$ cat src/design/aas_pkg.sv
// shared types, constants and helpers of the autorange axis scaler
// no dependencies; used by every module of the block
package aas_pkg;

	// default number of stored axes
	localparam int NUM_AXES_DEF = 3;

	// axes that have wanted-range registers and output fields
	localparam int WANT_AXES = 3;

	// stream and configuration widths
	localparam int IN_DATA_W  = 88;
	localparam int OUT_DATA_W = 56;
	localparam int CFG_IDX_W  = 3;
	localparam int VAL_W      = 16;

	// serial divider operand widths: 16 x 15 bit product over a 16 bit distance
	localparam int DIST_W    = 16;
	localparam int HALF_W    = 15;
	localparam int DIV_NUM_W = DIST_W + HALF_W;
	localparam int DIV_DEN_W = 16;

	// event types
	localparam logic [4:0] EVT_KEY = 5'd1;
	localparam logic [4:0] EVT_ABS = 5'd3;

	// configuration register indexes
	localparam logic [CFG_IDX_W-1:0] CFG_WANT_MIN_X = 3'd0;
	localparam logic [CFG_IDX_W-1:0] CFG_WANT_MAX_X = 3'd1;
	localparam logic [CFG_IDX_W-1:0] CFG_WANT_MIN_Y = 3'd2;
	localparam logic [CFG_IDX_W-1:0] CFG_WANT_MAX_Y = 3'd3;
	localparam logic [CFG_IDX_W-1:0] CFG_WANT_MIN_Z = 3'd4;
	localparam logic [CFG_IDX_W-1:0] CFG_WANT_MAX_Z = 3'd5;

	// wanted-range reset values
	localparam logic signed [VAL_W-1:0] WANT_MIN_RST = 16'sh8000;
	localparam logic signed [VAL_W-1:0] WANT_MAX_RST = 16'sh7FFF;

	// key codes that map onto each of the three buttons
	localparam logic [9:0] BTN_CODES [3][3] = '{
		'{10'h120, 10'h130, 10'h101},
		'{10'h121, 10'h131, 10'h102},
		'{10'h122, 10'h132, 10'h103}
	};

	// operands of one scaling request
	typedef struct packed {
		logic [DIST_W-1:0]    delta;
		logic [HALF_W-1:0]    hmag;
		logic [DIV_DEN_W-1:0] den;
		logic                 neg;
	} scale_req_t;

	// buttons whose key codes match
	function automatic logic [2:0] btn_hit(input logic [9:0] code);
		logic [2:0] hit;
		hit = '0;
		for (int b = 0; b < 3; b++) begin
			for (int k = 0; k < 3; k++) begin
				if (code == BTN_CODES[b][k]) hit[b] = 1'b1;
			end
		end
		return hit;
	endfunction

endpackage

$ cat src/design/aas_div.sv
// restoring unsigned divider, one quotient bit per cycle
// depends on aas_pkg for default widths
module aas_div #(
	parameter int NUM_W = aas_pkg::DIV_NUM_W,
	parameter int DEN_W = aas_pkg::DIV_DEN_W
) (
	input  logic             clk,
	input  logic             arst_n,
	input  logic             start,
	input  logic [NUM_W-1:0] dividend,
	input  logic [DEN_W-1:0] divisor,
	output logic             done,
	output logic [NUM_W-1:0] quotient
);
	localparam int CNT_W = $clog2(NUM_W + 1);

	logic [NUM_W-1:0] quo_q;
	logic [DEN_W-1:0] rem_q;
	logic [DEN_W-1:0] den_q;
	logic [CNT_W-1:0] cnt_q;
	logic             busy_q;
	logic             done_q;

	logic [DEN_W:0] trial;
	logic [DEN_W:0] diff;
	logic           ge;

	// trial subtract of the shifted remainder
	assign trial = {rem_q, quo_q[NUM_W-1]};
	assign diff  = trial - {1'b0, den_q};
	assign ge    = trial >= {1'b0, den_q};

	// iteration registers
	always_ff @(posedge clk or negedge arst_n) begin
		if (!arst_n) begin
			quo_q  <= '0;
			rem_q  <= '0;
			den_q  <= '0;
			cnt_q  <= '0;
			busy_q <= 1'b0;
			done_q <= 1'b0;
		end else begin
			done_q <= 1'b0;
			if (start) begin
				quo_q  <= dividend;
				rem_q  <= '0;
				den_q  <= divisor;
				cnt_q  <= CNT_W'(NUM_W);
				busy_q <= 1'b1;
			end else if (busy_q) begin
				quo_q <= {quo_q[NUM_W-2:0], ge};
				rem_q <= ge ? diff[DEN_W-1:0] : trial[DEN_W-1:0];
				cnt_q <= cnt_q - 1'b1;
				if (cnt_q == CNT_W'(1)) begin
					busy_q <= 1'b0;
					done_q <= 1'b1;
				end
			end
		end
	end

	assign done     = done_q;
	assign quotient = quo_q;

endmodule

$ cat src/design/aas_scale.sv
// scaling sequencer: multiply, serial divide, sign and saturate
// depends on aas_pkg and aas_div
module aas_scale (
	input  logic                     clk,
	input  logic                     arst_n,
	input  logic                     start,
	input  aas_pkg::scale_req_t      req,
	output logic                     done,
	output logic signed [15:0]       result
);
	import aas_pkg::*;

	typedef enum logic [2:0] {
		SC_IDLE,
		SC_MUL,
		SC_DIVS,
		SC_DIVW,
		SC_SAT
	} sc_state_t;

	sc_state_t            state_q;
	scale_req_t           req_q;
	logic [DIV_NUM_W-1:0] prod_q;
	logic [DIV_NUM_W-1:0] quo_q;
	logic                 div_start_q;
	logic                 done_q;
	logic signed [15:0]   result_q;

	logic                 div_done;
	logic [DIV_NUM_W-1:0] div_quo;
	logic [15:0]          sat_val;

	// serial divider
	aas_div #(
		.NUM_W (DIV_NUM_W),
		.DEN_W (DIV_DEN_W)
	) u_div (
		.clk      (clk),
		.arst_n   (arst_n),
		.start    (div_start_q),
		.dividend (prod_q),
		.divisor  (req_q.den),
		.done     (div_done),
		.quotient (div_quo)
	);

	// apply sign and clamp to 16 bits
	always_comb begin
		if (req_q.neg) begin
			if (quo_q > DIV_NUM_W'(32768)) sat_val = 16'h8000;
			else sat_val = ~quo_q[15:0] + 16'd1;
		end else begin
			if (quo_q > DIV_NUM_W'(32767)) sat_val = 16'h7FFF;
			else sat_val = quo_q[15:0];
		end
	end

	// sequencer
	always_ff @(posedge clk or negedge arst_n) begin
		if (!arst_n) begin
			state_q     <= SC_IDLE;
			req_q       <= '0;
			prod_q      <= '0;
			quo_q       <= '0;
			div_start_q <= 1'b0;
			done_q      <= 1'b0;
			result_q    <= '0;
		end else begin
			div_start_q <= 1'b0;
			done_q      <= 1'b0;
			unique case (state_q)
				SC_IDLE: begin
					if (start) begin
						req_q   <= req;
						state_q <= SC_MUL;
					end
				end
				SC_MUL: begin
					prod_q  <= req_q.delta * req_q.hmag;
					state_q <= SC_DIVS;
				end
				SC_DIVS: begin
					div_start_q <= 1'b1;
					state_q     <= SC_DIVW;
				end
				SC_DIVW: begin
					if (div_done) begin
						quo_q   <= div_quo;
						state_q <= SC_SAT;
					end
				end
				SC_SAT: begin
					result_q <= sat_val;
					done_q   <= 1'b1;
					state_q  <= SC_IDLE;
				end
				default: state_q <= SC_IDLE;
			endcase
		end
	end

	assign done   = done_q;
	assign result = result_q;

endmodule

$ cat src/design/autorange_axis_scaler_core.sv
// Autorange axis scaler. Takes one event or calibration request at a time and
// returns one result holding the button mask, the three mapped axes and a
// handled flag. Key, calibration and ignored requests go straight to the output
// step; an absolute axis event first widens the seen extremes and, unless its
// range is degenerate, is scaled by the 31-step serial divider that follows
// the single 16 x 15 multiplier in the scaling sequencer. The next request is
// taken while a finished result still waits on the output; a result that
// cannot be moved into a full, undrained output register holds the block in
// its last step.
// depends on aas_pkg and aas_scale
module autorange_axis_scaler_core #(
	parameter int NUM_AXES = aas_pkg::NUM_AXES_DEF
) (
	input  logic                               clk,
	input  logic                               arst_n,
	// request: tuser = mode
	input  logic                               s_axis_tvalid,
	output logic                               s_axis_tready,
	// event_type, event_code, event_value, cal_axis, cal_center, cal_min, cal_max
	input  logic [aas_pkg::IN_DATA_W-1:0]      s_axis_tdata,
	input  logic                               s_axis_tuser,
	output logic                               m_axis_tvalid,
	input  logic                               m_axis_tready,
	// buttons, axis_x, axis_y, axis_z, handled
	output logic [aas_pkg::OUT_DATA_W-1:0]     m_axis_tdata,
	input  logic                               cfg_valid,
	output logic                               cfg_ready,
	input  logic [aas_pkg::CFG_IDX_W-1:0]      cfg_index,
	input  logic [aas_pkg::VAL_W-1:0]          cfg_data
);
	import aas_pkg::*;

	localparam int AXW    = (NUM_AXES > 1) ? $clog2(NUM_AXES) : 1;
	localparam int AX_LIM = (NUM_AXES < WANT_AXES) ? NUM_AXES : WANT_AXES;

	typedef enum logic [1:0] {
		ST_IDLE,
		ST_PREP,
		ST_WAIT,
		ST_DONE
	} state_t;

	state_t                   state_q;
	logic signed [VAL_W-1:0]  want_lo_q  [WANT_AXES];
	logic signed [VAL_W-1:0]  want_hi_q  [WANT_AXES];
	logic signed [VAL_W-1:0]  center_q   [NUM_AXES];
	logic signed [VAL_W-1:0]  raw_min_q  [NUM_AXES];
	logic signed [VAL_W-1:0]  raw_max_q  [NUM_AXES];
	logic signed [VAL_W-1:0]  seen_max_q [NUM_AXES];
	logic signed [VAL_W-1:0]  seen_min_q [NUM_AXES];
	logic signed [VAL_W-1:0]  mapped_q   [NUM_AXES];
	logic [2:0]               mask_q;
	logic                     handled_q;
	logic [AXW-1:0]           idx_q;
	logic [1:0]               wax_q;
	logic signed [VAL_W-1:0]  val_q;
	logic                     sc_start_q;
	scale_req_t               sc_req_q;
	logic                     ovalid_q;
	logic [OUT_DATA_W-1:0]    odata_q;

	// request fields
	logic                     in_mode;
	logic [4:0]               in_type;
	logic [9:0]               in_code;
	logic signed [VAL_W-1:0]  in_value;
	logic [1:0]               in_cal_axis;
	logic signed [VAL_W-1:0]  in_cal_center;
	logic signed [VAL_W-1:0]  in_cal_min;
	logic signed [VAL_W-1:0]  in_cal_max;

	assign in_mode       = s_axis_tuser;
	assign in_type       = s_axis_tdata[4:0];
	assign in_code       = s_axis_tdata[14:5];
	assign in_value      = s_axis_tdata[30:15];
	assign in_cal_axis   = s_axis_tdata[32:31];
	assign in_cal_center = s_axis_tdata[48:33];
	assign in_cal_min    = s_axis_tdata[64:49];
	assign in_cal_max    = s_axis_tdata[80:65];

	logic in_accept;
	logic [2:0] hit;
	logic out_load;
	assign s_axis_tready = (state_q == ST_IDLE);
	assign in_accept     = s_axis_tvalid && s_axis_tready;
	assign hit           = btn_hit(in_code);
	assign cfg_ready     = 1'b1;
	assign out_load      = (state_q == ST_DONE) && (!ovalid_q || m_axis_tready);

	// axis step: widen seen extremes and form the scaling operands
	logic signed [VAL_W-1:0] mid;
	logic signed [VAL_W-1:0] smax_n;
	logic signed [VAL_W-1:0] smin_n;
	logic                    above;
	logic                    degen;
	logic signed [VAL_W:0]   dist17;
	logic signed [VAL_W:0]   den17;
	logic signed [VAL_W:0]   wdiff;
	logic [VAL_W:0]          wmag;
	scale_req_t              req_n;

	always_comb begin
		mid    = center_q[idx_q];
		smax_n = (val_q > seen_max_q[idx_q]) ? val_q : seen_max_q[idx_q];
		smin_n = (val_q < seen_min_q[idx_q]) ? val_q : seen_min_q[idx_q];
		above  = val_q > mid;
		degen  = (raw_min_q[idx_q] == raw_max_q[idx_q]) || (smin_n == smax_n) ||
			(smax_n == mid) || (smin_n == mid);
		dist17 = above ? (17'(val_q) - 17'(mid)) : (17'(mid) - 17'(val_q));
		den17  = above ? (17'(smax_n) - 17'(mid)) : (17'(mid) - 17'(smin_n));
		wdiff  = 17'(want_hi_q[wax_q]) - 17'(want_lo_q[wax_q]);
		wmag   = wdiff[VAL_W] ? 17'(-wdiff) : 17'(wdiff);
		req_n.delta = dist17[DIST_W-1:0];
		req_n.hmag  = wmag[HALF_W:1];
		req_n.den   = den17[DIV_DEN_W-1:0];
		req_n.neg   = wdiff[VAL_W] ^ ~above;
	end

	// scaling unit
	logic                    sc_done;
	logic signed [VAL_W-1:0] sc_result;

	aas_scale u_scale (
		.clk    (clk),
		.arst_n (arst_n),
		.start  (sc_start_q),
		.req    (sc_req_q),
		.done   (sc_done),
		.result (sc_result)
	);

	// axis outputs, zero where no axis is stored
	logic [VAL_W-1:0] axis_out [WANT_AXES];
	for (genvar i = 0; i < WANT_AXES; i++) begin : g_axis_out
		if (i < NUM_AXES) begin : g_on
			assign axis_out[i] = mapped_q[i];
		end else begin : g_off
			assign axis_out[i] = '0;
		end
	end

	// control, state and output register
	always_ff @(posedge clk or negedge arst_n) begin
		if (!arst_n) begin
			state_q    <= ST_IDLE;
			for (int a = 0; a < WANT_AXES; a++) begin
				want_lo_q[a] <= WANT_MIN_RST;
				want_hi_q[a] <= WANT_MAX_RST;
			end
			for (int a = 0; a < NUM_AXES; a++) begin
				center_q[a]   <= '0;
				raw_min_q[a]  <= '0;
				raw_max_q[a]  <= '0;
				seen_max_q[a] <= '0;
				seen_min_q[a] <= '0;
				mapped_q[a]   <= '0;
			end
			mask_q     <= '0;
			handled_q  <= 1'b0;
			idx_q      <= '0;
			wax_q      <= '0;
			val_q      <= '0;
			sc_start_q <= 1'b0;
			sc_req_q   <= '0;
			ovalid_q   <= 1'b0;
			odata_q    <= '0;
		end else begin
			sc_start_q <= 1'b0;

			// wanted-range register writes
			if (cfg_valid) begin
				unique case (cfg_index)
					CFG_WANT_MIN_X: want_lo_q[0] <= cfg_data;
					CFG_WANT_MAX_X: want_hi_q[0] <= cfg_data;
					CFG_WANT_MIN_Y: want_lo_q[1] <= cfg_data;
					CFG_WANT_MAX_Y: want_hi_q[1] <= cfg_data;
					CFG_WANT_MIN_Z: want_lo_q[2] <= cfg_data;
					CFG_WANT_MAX_Z: want_hi_q[2] <= cfg_data;
					default: ;
				endcase
			end

			// output register loads a finished result or drains
			if (out_load) ovalid_q <= 1'b1;
			else if (m_axis_tready) ovalid_q <= 1'b0;

			unique case (state_q)
				ST_IDLE: begin
					if (in_accept) begin
						handled_q <= 1'b0;
						state_q   <= ST_DONE;
						if (in_mode) begin
							if (in_cal_axis < 2'(AX_LIM)) begin
								center_q[in_cal_axis[AXW-1:0]]   <= in_cal_center;
								raw_min_q[in_cal_axis[AXW-1:0]]  <= in_cal_min;
								raw_max_q[in_cal_axis[AXW-1:0]]  <= in_cal_max;
								seen_max_q[in_cal_axis[AXW-1:0]] <= in_cal_min;
								seen_min_q[in_cal_axis[AXW-1:0]] <= in_cal_max;
								handled_q <= 1'b1;
							end
						end else if (in_type == EVT_KEY) begin
							for (int b = 0; b < 3; b++) begin
								if (hit[b]) mask_q[b] <= (in_value != '0);
							end
							handled_q <= |hit;
						end else if (in_type == EVT_ABS) begin
							if (in_code < 10'(AX_LIM)) begin
								idx_q     <= in_code[AXW-1:0];
								wax_q     <= in_code[1:0];
								val_q     <= in_value;
								handled_q <= 1'b1;
								state_q   <= ST_PREP;
							end
						end
					end
				end
				ST_PREP: begin
					seen_max_q[idx_q] <= smax_n;
					seen_min_q[idx_q] <= smin_n;
					if (degen) begin
						mapped_q[idx_q] <= val_q;
						state_q         <= ST_DONE;
					end else begin
						sc_req_q   <= req_n;
						sc_start_q <= 1'b1;
						state_q    <= ST_WAIT;
					end
				end
				ST_WAIT: begin
					if (sc_done) begin
						mapped_q[idx_q] <= sc_result;
						state_q         <= ST_DONE;
					end
				end
				ST_DONE: begin
					if (out_load) begin
						odata_q  <= {4'd0, handled_q, axis_out[2], axis_out[1],
							axis_out[0], mask_q};
						state_q  <= ST_IDLE;
					end
				end
				default: state_q <= ST_IDLE;
			endcase
		end
	end

	assign m_axis_tvalid = ovalid_q;
	assign m_axis_tdata  = odata_q;

endmodule

$ cat config.mk
export PLATFORM = sky130hd
export DESIGN_NAME = autorange_axis_scaler_core
export DESIGN_NICKNAME = d
export VERILOG_FILES = /design/src/design/aas_pkg.sv /design/src/design/aas_div.sv /design/src/design/aas_scale.sv /design/src/design/autorange_axis_scaler_core.sv
export SDC_FILE = /design/constraint.sdc
export NUM_CORES = 2
export LEC_CHECK = 0
export BUFFER_PORTS_ARGS = -buffer_cell sky130_fd_sc_hd__buf_2
export CORE_UTILIZATION = 50
export CTS_CLUSTER_DIAMETER = 200
export DETAILED_ROUTE_END_ITERATION = 7
export GPL_ROUTABILITY_DRIVEN = 0
export GPL_TIMING_DRIVEN = 0
export PLACE_DENSITY = 0.7
export SETUP_SLACK_MARGIN = 0.05
export SKIP_CTS_REPAIR_TIMING = 1
export SYNTH_ARGS = -nofsm -noshare
export SYNTH_HDL_FRONTEND = slang
export SYNTH_SLANG_ARGS = --single-unit
$ cat constraint.sdc
create_clock -name clk -period 18.2 [get_ports clk]
set_input_delay 3.64 -clock clk [delete_from_list [all_inputs] [get_ports clk]]
set_output_delay 3.64 -clock clk [all_outputs]
set_load 0.05 [all_outputs]
## Word-level counts from Yosys, hierarchy flattened

Index checks and enable logic that the tools add are counted.

| storage, ports and cells | value |
|---|---|
| output and inout port bits | 59 |
| flip-flop bits (word level) | 711 |
| logic and storage cells | 256 |
| input bits | 113 |

| operators by class | value |
|---|---|
| order comparisons | 12 |
| $add $sub $neg | 9 |
| $mul | 1 |
| mux-type cells | 98 |
| eq/ne operators | 36 |
| reductions and logical operators | 38 |
| bitwise gates (word level) | 8 |

Operators with widths:

| kind | count |
|---|---|
| $bwmux 48 | 9 |
| $mux 16 | 27 |
| $mux 48 | 8 |
| $pmux 48 s2 | 3 |
| $bmux 16 s2 | 7 |
| $eq 10x9->1 const B | 9 |
| $sub 16x16->16 | 5 |
| $demux 16 s2 | 2 |
| $eq 16x16->1 | 4 |
| $mux 31 | 2 |
| $gt 16x16->1 | 2 |
| $gt 31x15->1 const B | 1 |
| $gt 31x16->1 const B | 1 |
| $mul 16x15->31 | 1 |
| $mux 1 | 27 |
| $reduce_and 2->1 | 12 |
| $ge 17x16->1 | 1 |
| $sub 16x16->17 | 1 |
| $add 16x1->16 const B | 1 |
| $lt 16x16->1 | 1 |
| $neg 16->16 | 1 |
| $not 16->16 | 1 |
| $reduce_bool 16->1 | 1 |
| $reduce_and 5->1 | 3 |
| other kinds (32) | 72 |

## Depth between registers and ports, before layout

| depth | value |
|---|---|
| depth after elaboration | 12 |
| mapped depth | 32 |
| depth with buffers taken out | 25 |

## Hierarchy

From an unflattened synthesis, not the netlist that was laid out.

| second synthesis, totals | value |
|---|---|
| cell total of the unflattened synthesis | 4672 |
| area, all modules | 46465.8 um^2 |

Modules (own cells, without submodules):

| module | cells each | area an instance (um^2) | times used | sequential area each (um^2) |
|---|---|---|---|---|
| autorange_axis_scaler_core | 2750 | 28756.3 | 1 | 12822.3 |
| aas_scale | 1469 | 13541.7 | 1 | 3278.1 |
| aas_div | 453 | 4167.7 | 1 | 1751.7 |

## Least setup slack after synthesis

Ideal clock, no wire load.

| path | value |
|---|---|
| path type | flip-flop to flip-flop |
| start point | register u_scale.req_q[17] in the netlist's numbering |
| end point | register u_scale.prod_q[29] |
| setup time | 0.135 ns |
| path slack | 11.922 ns |
| stages on the path, launching flop included | 27 |
| data arrival time | 6.143 ns |
| buffers on the path | 1 |
| period minus slack after synthesis | 6.278 ns |
| cells stage by stage | dfrtp_1 > clkbuf_1 > and2_1 > fa_1 > inv_1 > fa_1 > inv_1 > fa_1 > inv_1 > fa_1 > inv_1 > fa_1 > inv_1 > fa_1 > inv_1 > ha_1 > a211oi_1 > o211ai_1 > a41oi_1 > nor3_1 > nor2_1 > a21o_1 > o21ai_0 > o41ai_1 > o21ai_0 > xnor2_1 > o21ai_0 |

| on the way | value |
|---|---|
| longest elaborated chain between the ends | 1 |

Ends and longest elaborated chain:

| what | line | text |
|---|---|---|
| start, declared | aas_scale.sv:22 | `scale_req_t req_q;` |
| start signal, assigned | aas_scale.sv:74 | `req_q <= req;` |
| $mul 16x15->31 | aas_scale.sv:79 | `prod_q <= req_q.delta * req_q.hmag;` |
| end signal, assigned | aas_scale.sv:79 |  |
| end, declared | aas_scale.sv:23 | `logic [DIV_NUM_W-1:0] prod_q;` |

No other way between the ends.
A chain may end at the register's enable or synchronous reset.

==> flow_summary.toml <==
[route]
drt-pass1-iter-count = 8
drtAntennaViolNets = 0
vias = 34947
detail_route.iter0.violations = 3131
drt_wl_total_mm = 126
avgRoutedWirePerCell_um = 21.0
viasPerCell = 5.82
drc = 1

[setup_path]
r2r-end = "sc_req_q[3]"
worstPathMaxFanout = 10
r2r-start = "wax_q[1]"
reg2regPathDepth = 21
rrSetupSlack_ns = 9.71
worstSetupPathType = "reg -> reg"
endpoint_kind = "flop"
arrival_ns = 8.98
cp.required_ns = 18.69
cp-start-kind = "flop"

[worst_hold_path]
min_from = "u_scale.req_q[13]"
whs_path_depth = 2
holdCritPathClass = "reg -> reg"
worstHoldEndpoint = "u_scale.u_div.den_q[12]"

[die]
die-area_sq_um = 91600
row_count = 109
core_sq_um = 88900
io_pins = 172
die-width_um = 303
chipHeight_um = 303
start_util_pct = 50.8

[synth]
synth_largest_area_cell = "dfrtp_1"
synth-seq-area-share_pct = 39.5
synth_top_area_share_pct = 36.7
avgSynthCellArea_sq_um = 9.98
ys_top_cells_by_area = "dfrtp_1 (37%), mux2_2 (9.2%), fa_1 (8.2%), ha_1 (6.3%), nand2_1 (4.4%)"
synth_cells = 4528
synth_cell_types = 97
synth-main-ff-cell = "dfrtp_1"
synth_warnings = 0
synthArstFlopShare_pct = 100
ys_ff_latch = 711
syn_area_sq_um = 45200
synth_edf_count = 0

[power_and_ir_drop]
ir_worst_vdd_mv = 0.108
power_w = 0.00783
p_leak_nw = 23.3
power-per-cell-area_nw_per_um2 = 156

[sta]
fin_crit_ns = 8.49
skew_ns = 0.0356
fin_tns_setup_ns = 0
final_max_slew_viol_count = 0
max_freq_mhz = 118
worstMarginPinSlew_ns = 1.39
rsz0062_at_grt = "no"
setup_violations = 0
hold_ws_ns = 0.468
hold_violations = 0
fin_crit_sh_pct = 46.7
maxSlewHeadroom_pct = 7.00

[cts]
cts_max_level = 3
cts_max_path_buffers = 3
clock-sinks = 711
cts_buffers = 79
cts_tree = "yes"
clk_latency_ns = 0.64
cts-root-buf = "clkbuf_16"
cts.clk_slew.worst_paths_ns = 0.06

[status]
status = "finished, violations left"
failed_checks = "design-rule violations"

[final_layout]
seq_area_sq_um = 17900
drive_gt1_share_pct = 16.2
fin_nets = 5302
layout.filler_cells = 7850
area_delta_synth_final_pct = 11.2
multiInputGateArea_sq_um = 25100

[placed_design]
io_buffer_count = 157
dp_hpwl_mm = 95.9

[global_route]
grt_max_degree = 126
grtUsageTotal_pct = 27.7
grt_overflow = 0
grt_pass1_vias = 34597
grt_pass1_wl_mm = 197
antenna_found_initial = 2

[job]
cap_violations = 0
[power breakdown]
part / switching (W) / internal [W]
clock: 0.000659 / 0.000953
combinational: 0.00228 / 0.00144
sequential: 0.000372 / 0.00213
[cell families after synthesis]
group | share of synthesized area [%]
buffers and inverters | 5.00
flip-flops | 39.5
multiplexers | 12.4
AO/OA/AOI/OAI | 12.5
adder cells (fa/ha/maj) | 14.5
AND/OR/NAND/NOR | 12.8
XOR/XNOR | 3.16
other | 0.0166
[sequential cells by signal, summed over array words and instances, names as in the netlist, 31 cells and up]
name,cells
raw_min_q,48
u_scale.quo_q,31
seen_min_q,48
u_scale.u_div.quotient,31
seen_max_q,48
center_q,48
raw_max_q,48
u_scale.req_q,48
want_lo_q,48
m_axis_tdata,52
axis_out,48
want_hi_q,48
sc_req_q,48
u_scale.prod_q,31
[routing by layer]
layer  part of all wire, %  track usage (%)
met1                    43             38.3
met2                    44             43.0
met3                   8.9             6.67
met4                   3.6             9.07
met5                     0            0.311
[layout by cell type, fill, tap and decap left out, types with 54 or more instances in the layout]
cell / n
mux2_2: 370
mux2i_1: 136
inv_1: 333
xor2_1: 54
clkbuf_1: 188
dfrtp_1: 663
xnor2_1: 109
nor2_1: 256
a22oi_1: 58
fa_1: 186
a21oi_1: 215
clkbuf_16: 80
o21ai_0: 345
ha_1: 228
nand2_1: 535
and2_1: 154
buf_2: 176
[area by class of cell]
class | instances | area share, %
multi-input combinational | 3245 | 50.0
inverter | 336 | 2.51
buffer | 239 | 1.99
clock buffer | 110 | 4.49
tap | 1165 | 2.90
antenna | 2 | 0.00996
sequential | 711 | 35.5
timing repair buffer | 163 | 1.91
clock inverter | 32 | 0.707
[worst max path at each step]
stage / start / endpoint / slack (ns) / cells after the start
3_5_place_dp: wax_q[1] / sc_req_q[3] / 10.04 / 21
2_1_floorplan: u_scale.req_q[17] / u_scale.prod_q[29] / 11.92 / 26
5_1_grt: wax_q[1] / sc_req_q[3] / 9.33 / 21
4_1_cts: wax_q[1] / sc_req_q[3] / 9.96 / 21
6_report: wax_q[1] / sc_req_q[3] / 9.71 / 21
3_3_place_gp: arst_n / want_lo_q[27] / -1.50 / 1
[synthesized netlist by cell type (12+ instances only)]
library cell  count
a21oi_1         215
a22oi_1          58
and3_1           12
o22a_1           49
o21bai_1         12
nand2_1         535
ha_1            228
inv_1           333
a21o_1           37
buf_2            20
nor2_1          256
o31ai_1          16
and2_1          154
dfstp_2          48
a31oi_1          26
o21ai_0         345
mux2_2          370
xor2_1           54
nor2b_1          29
fa_1            186
xnor2_1         109
a211oi_1         22
o211ai_1         27
nand2b_1         27
buf_1            31
or3_1            22
nor3_1           41
nand3_1          38
nand4_1          36
nand4b_1         12
dfrtp_1         663
mux2i_1         136
nor4_1           18
clkbuf_1        172
[worst max-delay path, cell delays in order, from the launching register on]
cell       delay, ns
dfrtp_1         0.32
buf_2           0.23
clkbuf_1        0.38
buf_2           0.35
buf_1           0.47
clkbuf_1        1.00
buf_1           0.90
nor2_1          0.11
a21oi_1         0.74
inv_1           0.35
fa_1            0.48
nor2b_1         0.13
o21ai_0         0.13
a21oi_1         0.27
a2111oi_0       0.11
o21ai_0         0.24
and2_1          0.20
clkbuf_1        0.38
clkbuf_1        0.41
buf_1           0.54
o21ai_0         0.28
mux2_2          0.31
[stage by stage]
stage / util (%) / setup WS [ns] / instances / instance area (sq um)
after CTS: 56.5 / 9.96 / 6001 / 50200
after detailed placement: 53.6 / 10.04 / 5859 / 47600
after floorplan: - / 11.92 / 4531 / 45200
after global placement: 53.4 / -1.50 / 5853 / 47500
after global routing: 56.5 / 9.33 / 6001 / 50300
final: 56.5 / 9.71 / 6003 / 50300
No activity file was read; power rests on OpenSTA's default activity.
